File: src/hdl/urtb_pkg.sv
// Shared types, constants and pointer helpers for the UART ring buffer pair.
package urtb_pkg;

  localparam int FIFO_DEPTH = 256;
  localparam int ADDR_W     = $clog2(FIFO_DEPTH);
  localparam int PTR_SPAN   = 2 * FIFO_DEPTH;
  localparam int PTR_W      = $clog2(PTR_SPAN);
  localparam int LVL_W      = 9;

  localparam logic [7:0] CHAR_LF = 8'h0A;
  localparam logic [7:0] CHAR_CR = 8'h0D;

  typedef enum logic [1:0] {
    MODE_RX,
    MODE_GET,
    MODE_PUT,
    MODE_TXRDY
  } mode_t;

  typedef enum logic [1:0] {
    ST_IDLE,
    ST_FIN,
    ST_HOLD
  } state_t;

  typedef struct packed {
    mode_t      mode;
    logic [7:0] data_byte;
    logic       parity_ok;
  } in_t;

  typedef struct packed {
    logic [7:0]       out_byte;
    logic             byte_valid;
    logic             accepted;
    logic             tx_request;
    logic [LVL_W-1:0] rx_level;
    logic [LVL_W-1:0] tx_level;
  } out_t;

  typedef struct packed {
    logic              wr_en;
    logic [ADDR_W-1:0] wr_addr;
    logic [7:0]        wr_data;
    logic              rd_en;
    logic [ADDR_W-1:0] rd_addr;
  } ram_req_t;

  function automatic logic [PTR_W-1:0] ptr_next(input logic [PTR_W-1:0] p);
    return (p == PTR_W'(PTR_SPAN - 1)) ? '0 : p + 1'b1;
  endfunction

  function automatic logic [PTR_W-1:0] fifo_level(input logic [PTR_W-1:0] rd,
                                                  input logic [PTR_W-1:0] wr);
    logic [PTR_W:0] wrap;
    wrap = {1'b0, wr} + (PTR_W + 1)'(PTR_SPAN) - {1'b0, rd};
    return (wr >= rd) ? (wr - rd) : wrap[PTR_W-1:0];
  endfunction

  function automatic logic [ADDR_W-1:0] slot_of(input logic [PTR_W-1:0] p);
    logic [PTR_W-1:0] s;
    s = (p >= PTR_W'(FIFO_DEPTH)) ? (p - PTR_W'(FIFO_DEPTH)) : p;
    return s[ADDR_W-1:0];
  endfunction

endpackage

File: src/hdl/urtb_ctrl.sv
// Request sequencer: FIFO pointers, transmit request flag, RAM access and response register.
module urtb_ctrl (
  input  logic                clk,
  input  logic                rst,
  input  logic                req_valid,
  output logic                req_stall,
  input  urtb_pkg::in_t       req,
  output logic                rsp_valid,
  input  logic                rsp_stall,
  output urtb_pkg::out_t      rsp,
  output urtb_pkg::ram_req_t  rx_ram,
  output urtb_pkg::ram_req_t  tx_ram,
  input  logic [7:0]          rx_rd_data,
  input  logic [7:0]          tx_rd_data
);

  urtb_pkg::state_t                 state, state_next;
  logic [urtb_pkg::PTR_W-1:0]       rx_rp, rx_rp_next, rx_wp, rx_wp_next;
  logic [urtb_pkg::PTR_W-1:0]       tx_rp, tx_rp_next, tx_wp, tx_wp_next;
  logic [urtb_pkg::PTR_W-1:0]       rx_lvl, tx_lvl, tx_wp_cr;
  logic                             flag, flag_next;
  urtb_pkg::out_t                   pend, pend_next;
  logic                             pend_rx, pend_rx_next, pend_tx, pend_tx_next;
  logic                             lf_pend, lf_pend_next;
  logic [urtb_pkg::ADDR_W-1:0]      lf_addr, lf_addr_next;
  urtb_pkg::out_t                   rsp_next;
  logic                             rsp_valid_next;
  logic                             slot_free;

  always_ff @(posedge clk) begin
    if (rst) begin
      state     <= urtb_pkg::ST_IDLE;
      rx_rp     <= '0;
      rx_wp     <= '0;
      tx_rp     <= '0;
      tx_wp     <= '0;
      flag      <= 1'b0;
      pend_rx   <= 1'b0;
      pend_tx   <= 1'b0;
      lf_pend   <= 1'b0;
      rsp_valid <= 1'b0;
    end else begin
      state     <= state_next;
      rx_rp     <= rx_rp_next;
      rx_wp     <= rx_wp_next;
      tx_rp     <= tx_rp_next;
      tx_wp     <= tx_wp_next;
      flag      <= flag_next;
      pend_rx   <= pend_rx_next;
      pend_tx   <= pend_tx_next;
      lf_pend   <= lf_pend_next;
      rsp_valid <= rsp_valid_next;
    end
  end

  always_ff @(posedge clk) begin
    pend    <= pend_next;
    lf_addr <= lf_addr_next;
    rsp     <= rsp_next;
  end

  always_comb begin
    state_next     = state;
    rx_rp_next     = rx_rp;
    rx_wp_next     = rx_wp;
    tx_rp_next     = tx_rp;
    tx_wp_next     = tx_wp;
    flag_next      = flag;
    pend_next      = pend;
    pend_rx_next   = pend_rx;
    pend_tx_next   = pend_tx;
    lf_pend_next   = lf_pend;
    lf_addr_next   = lf_addr;
    rsp_next       = rsp;
    rsp_valid_next = rsp_valid && rsp_stall;
    rx_ram         = '0;
    tx_ram         = '0;
    req_stall      = (state != urtb_pkg::ST_IDLE);
    slot_free      = !rsp_valid || !rsp_stall;
    rx_lvl         = urtb_pkg::fifo_level(rx_rp, rx_wp);
    tx_lvl         = urtb_pkg::fifo_level(tx_rp, tx_wp);
    tx_wp_cr       = urtb_pkg::ptr_next(tx_wp);

    unique case (state)
      urtb_pkg::ST_IDLE: begin
        if (req_valid) begin
          pend_next    = '0;
          pend_rx_next = 1'b0;
          pend_tx_next = 1'b0;
          lf_pend_next = 1'b0;
          unique case (req.mode)
            urtb_pkg::MODE_RX: begin
              if (req.parity_ok && rx_lvl < urtb_pkg::PTR_W'(urtb_pkg::FIFO_DEPTH)) begin
                rx_ram.wr_en       = 1'b1;
                rx_ram.wr_addr     = urtb_pkg::slot_of(rx_wp);
                rx_ram.wr_data     = req.data_byte;
                rx_wp_next         = urtb_pkg::ptr_next(rx_wp);
                pend_next.accepted = 1'b1;
              end
            end
            urtb_pkg::MODE_GET: begin
              if (rx_lvl == '0) begin
                rx_rp_next = '0;
                rx_wp_next = '0;
              end else begin
                rx_ram.rd_en         = 1'b1;
                rx_ram.rd_addr       = urtb_pkg::slot_of(rx_rp);
                rx_rp_next           = urtb_pkg::ptr_next(rx_rp);
                pend_next.byte_valid = 1'b1;
                pend_rx_next         = 1'b1;
              end
            end
            urtb_pkg::MODE_PUT: begin
              if (tx_lvl < urtb_pkg::PTR_W'(urtb_pkg::FIFO_DEPTH)) begin
                tx_ram.wr_en   = 1'b1;
                tx_ram.wr_addr = urtb_pkg::slot_of(tx_wp);
                flag_next      = 1'b1;
                if (req.data_byte == urtb_pkg::CHAR_LF) begin
                  // push carriage return now, line feed next cycle if room
                  tx_ram.wr_data = urtb_pkg::CHAR_CR;
                  tx_wp_next     = tx_wp_cr;
                  if (tx_lvl < urtb_pkg::PTR_W'(urtb_pkg::FIFO_DEPTH - 1)) begin
                    lf_pend_next       = 1'b1;
                    lf_addr_next       = urtb_pkg::slot_of(tx_wp_cr);
                    tx_wp_next         = urtb_pkg::ptr_next(tx_wp_cr);
                    pend_next.accepted = 1'b1;
                  end
                end else begin
                  tx_ram.wr_data     = req.data_byte;
                  tx_wp_next         = tx_wp_cr;
                  pend_next.accepted = 1'b1;
                end
              end
            end
            urtb_pkg::MODE_TXRDY: begin
              if (tx_lvl == '0) begin
                flag_next  = 1'b0;
                tx_rp_next = '0;
                tx_wp_next = '0;
              end else begin
                tx_ram.rd_en         = 1'b1;
                tx_ram.rd_addr       = urtb_pkg::slot_of(tx_rp);
                tx_rp_next           = urtb_pkg::ptr_next(tx_rp);
                pend_next.byte_valid = 1'b1;
                pend_tx_next         = 1'b1;
              end
            end
            default: ;
          endcase
          pend_next.tx_request = flag_next;
          pend_next.rx_level   = urtb_pkg::LVL_W'(urtb_pkg::fifo_level(rx_rp_next, rx_wp_next));
          pend_next.tx_level   = urtb_pkg::LVL_W'(urtb_pkg::fifo_level(tx_rp_next, tx_wp_next));
          state_next           = urtb_pkg::ST_FIN;
        end
      end
      urtb_pkg::ST_FIN: begin
        if (lf_pend) begin
          tx_ram.wr_en   = 1'b1;
          tx_ram.wr_addr = lf_addr;
          tx_ram.wr_data = urtb_pkg::CHAR_LF;
        end
        lf_pend_next = 1'b0;
        if (pend_rx) begin
          pend_next.out_byte = rx_rd_data;
        end else if (pend_tx) begin
          pend_next.out_byte = tx_rd_data;
        end
        pend_rx_next = 1'b0;
        pend_tx_next = 1'b0;
        if (slot_free) begin
          rsp_next       = pend_next;
          rsp_valid_next = 1'b1;
          state_next     = urtb_pkg::ST_IDLE;
        end else begin
          state_next = urtb_pkg::ST_HOLD;
        end
      end
      urtb_pkg::ST_HOLD: begin
        if (slot_free) begin
          rsp_next       = pend;
          rsp_valid_next = 1'b1;
          state_next     = urtb_pkg::ST_IDLE;
        end
      end
      default: state_next = urtb_pkg::ST_IDLE;
    endcase
  end

endmodule

File: config.mk
export PLATFORM = sky130hd
export DESIGN_NAME = urtb_ctrl
export DESIGN_NICKNAME = d
export VERILOG_FILES = /design/src/hdl/urtb_pkg.sv /design/src/hdl/urtb_ctrl.sv
export SDC_FILE = /design/constraint.sdc
export NUM_CORES = 1
export LEC_CHECK = 0
export BUFFER_PORTS_ARGS = -buffer_cell sky130_fd_sc_hd__buf_2
export CAP_MARGIN = 20
export CORE_MARGIN = 4
export CORE_UTILIZATION = 35
export CTS_CLUSTER_SIZE = 20
export DETAILED_ROUTE_END_ITERATION = 7
export PLACE_DENSITY = 0.49
export SETUP_SLACK_MARGIN = 0.02
export SYNTH_ARGS = -nofsm -noshare
export SYNTH_HDL_FRONTEND = slang
export SYNTH_SLANG_ARGS = --single-unit
File: constraint.sdc
create_clock -name clk -period 6.4 [get_ports clk]
set_clock_uncertainty 0.05 [all_clocks]
set_input_delay 0.32 -clock clk [delete_from_list [all_inputs] [get_ports clk]]
set_output_delay 0.32 -clock clk [all_outputs]
set_load 0.01 [all_outputs]
==> impl_metrics.yaml <==
die:
  fp.coreArea_mm2: 0.0218
  ioPinCount: 114
  dieArea_mm2: 0.0245
  rows: 54
  die_w_um: 156
  start_util_pct: 35.4
  die_h_um: 156
clock_tree:
  cts_root_buffer: "clkbuf_16"
  post_cts_buffers: 0
  cts_inserted_buffers: 9
  post_cts_resized: 0
  insertion_delay_ns: 0.35
  cts_tree: "built"
  clockBufferDepth: 2
  clock-sinks: 109
  path_clk_slew_ns: 0.08
  hold_buffers: 0
  htree_num_levels: 3
place:
  globalplace.congestion: 0.874
  place_hpwl_um: 16900
  dp.cells: 1254
  port_buffers: 113
  dpl_cell_area_mm2: 0.00854
worst_setup_path:
  path_delay_family: "compound AO/OA/AOI/OAI gates"
  worstPathCellList: "inv_1 > ha_1 > inv_1 > fa_1 > a211oi_2 > nor4b_1 > nor3b_1 > nand4_1 > nor3_4 > a21oi_1 > o21ai_0 > o21a_1 > ha_1 > inv_1 > fa_1 > nand2_1 > nand2_1 > a21oi_1 > o21ai_0 > o41ai_1 > xor2_1 > xnor2_1"
  arrival_ns: 5.62
  cp_max_fo: 18
  crit_type: "reg2reg"
  critPathSlowestCell: "nor3_4"
  crit_buf_inv: 3
  worst_path_largest_cell_delay_ns: 0.67
  worstSetupStartpointType: "register"
  regToRegSetupSlack_ns: 0.83
  path_common_cell: "inv_1"
  crit_path_end_kind: "register"
  worst_ep_required_time_ns: 6.45
cells_and_area:
  fin_area_mm2: 0.00883
  nets: 1065
  drive_gt1_share_pct: 16.6
  syn_to_final_growth_pct: 14.6
  final_cell_count_no_fill: 1271
  final_util_pct: 40.6
yosys:
  yosysUniqueCellTypes: 85
  yosys_register_bits: 109
  synth.most_common_cell: "nor2_1"
  synth_edf_count: 66
  yosys.area_share.simple_pct: 23.0
  synth_cells: 892
  synthAdderAreaFrac_pct: 8.34
  synth_nets: 972
  synth_top_area_share_pct: 25.7
  yosysSeqAreaShare_pct: 36.9
  synth_compound_area_share_pct: 23.2
  syn_avg_cell_area_um2: 8.64
  synth.area.mux_share_pct: 1.10
  synthTopCellsByCount: "nor2_1, a21oi_1, edfxtp_1, o21ai_0, nand2_1"
  synth.yosys.warnings: 0
  ys_async_sr_fraction_pct: 0
  synthXorXnorAreaFrac_pct: 2.82
  syn_area_mm2: 0.00771
  ys.flop_type: "edfxtp_1"
  synth_top_family_by_area: "compound AO/OA/AOI/OAI gates"
  yosysTopAreaCell: "edfxtp_1"
  synthTopCellsByArea: "edfxtp_1, dfxtp_1, ha_1"
global_route:
  grt_util_all_layers_pct: 18.2
  overflow: 0
  grt_pass1_wl_um: 35700
  grt_pass1_vias: 6339
  grt_antenna_before_repair: 0
  grt_max_degree: 49
drt:
  detail_route.vias_per_cell: 5.50
  wl_per_cell_um: 17.9
  first_pass_iters: 5
  drt_iter0_drc: 536
  routed-via-count: 6992
  drcViolationCount: 0
  postRouteAntennaNets: 0
  routed_wl_um: 22800
sta:
  max_freq_mhz: 180
  slew_viol_final: 0
  timing.hold.ws_ns: 0.215
  setup_tns_ns: 0
  period_share_pct: 87.0
  setup_violations: 0
  min_period_ns: 5.57
  worst_pin_slew_ns: 0.957
  slew_headroom_pct: 35.9
  hold_violations: 0
  rsz0062_at_grt: "false"
power:
  powerDensity_mw_per_mm2: 196
  leakage_uw: 0.00355
  p_int_uw: 1190
  power.switching_uw: 537
  pwr-share-clk_pct: 33.0
  p_comb_share_pct: 19.8
  seqPwrFrac_pct: 47.3
  peakVddDrop_mv: 0.176
  sw_frac_of_total_pct: 31.1
min_path:
  hold_class: "in2reg"
run_status:
  outcome: "complete, no violations"
flow_run:
  drv_cap: 0
## power by group through the flow
| stage | Combinational, uW | Clock [uW] | Sequential [uW] |
|---|---|---|---|
| 2_1_floorplan | 223 | 0 | 836 |
| 4_1_cts | 343 | 584 | 817 |
| 6_report | 341 | 569 | 817 |
| 3_3_place_gp | 341 | 0 | 833 |
| 5_1_grt | 382 | 617 | 822 |
| 3_5_place_dp | 341 | 0 | 833 |
## per-layer routing
layer	up-vias	track usage [%]	part of all wire (%)
li1	3513	-	-
met1	3249	28.6	51
met2	218	26.4	42
met3	12	2.52	6.1
met4	0	4.26	1.1
met5	-	0	0
## path summary, 6_finish.rpt
check,endpoint,start,depth (start not counted)
setup / recovery,pend[8]$_DFFE_PP_,tx_wp[0]$_SDFFE_PP0P_,22
hold / removal,rsp_valid$_SDFF_PP0_,rsp_stall,3
setup reg to reg,pend[8]$_DFFE_PP_,tx_wp[0]$_SDFFE_PP0P_,22
hold reg to reg,rsp[12]$_DFFE_PP_,pend[12]$_DFFE_PP_,0
## cell type report
class                   count  area, um^2
well taps                 280         350
fillers                  2227       12900
clock inverters             6        62.6
flip-flops and latches    109        2840
clock buffers              10         229
diodes                      1        2.50
inverters                  51         191
repair buffers            123         641
multi-input cells         691        4510
## placed cells by master (no fill, tap or decap), drive strengths merged, types with 5 or more instances in the layout
master	Yosys	final
a211oi	8	8
inv	51	56
nor3	30	30
nor4	11	11
o32ai	6	6
and3	36	36
edfxtp	66	66
xnor2	15	15
ha	45	45
buf	7	123
or4	6	6
nand2	53	53
a22oi	24	24
clkbuf	34	10
o21a	8	8
a31oi	6	6
dfxtp	43	43
or2	5	5
a22o	11	11
o31ai	7	7
nor2b	18	18
a21o	9	9
nand2b	20	20
nor2	85	85
nor3b	6	6
and2	13	13
nand3	28	28
o21ai	74	74
xor2	9	9
a21oi	82	82
## flip-flops by register name (all words and copies together), names as in the netlist, 2 cells and up
| signal | count |
|---|---|
| state | 2 |
| rx_rp | 9 |
| lf_addr | 8 |
| rx_wp | 9 |
| tx_rp | 9 |
| tx_wp | 9 |
| rsp | 29 |
| pend | 29 |
## per-stage QoR
stage               setup WS, ns  power [uW]
finish                     0.833        1730
global route               0.206        1820
CTS                        0.816        1740
detailed placement         0.843        1170
global placement           0.890        1170
floorplan                   1.71        1060
## worst reg2reg max path, cell delays in order (launching register included)
cell and delay, ns:
dfxtp_1 0.40, inv_1 0.15, ha_1 0.18, inv_1 0.05, fa_1 0.41, a211oi_2 0.32
nor4b_1 0.10, nor3b_1 0.34, nand4_1 0.23, nor3_4 0.67, a21oi_1 0.30, o21ai_0 0.22
o21a_1 0.15, ha_1 0.16, inv_1 0.06, fa_1 0.40, nand2_1 0.08, nand2_1 0.05
a21oi_1 0.21, o21ai_0 0.15, o41ai_1 0.33, xor2_1 0.21, xnor2_1 0.09
## logic make-up after synthesis
family                     after synthesis
DFF                                    109
buffers and inverters                   92
xor gates and xnor gates                24
and+or+nand+nor                        334
muxes                                    8
AOI/OAI and AO/OA                      276
adders and majority gates               49
(Power assumes the default switching activity.)
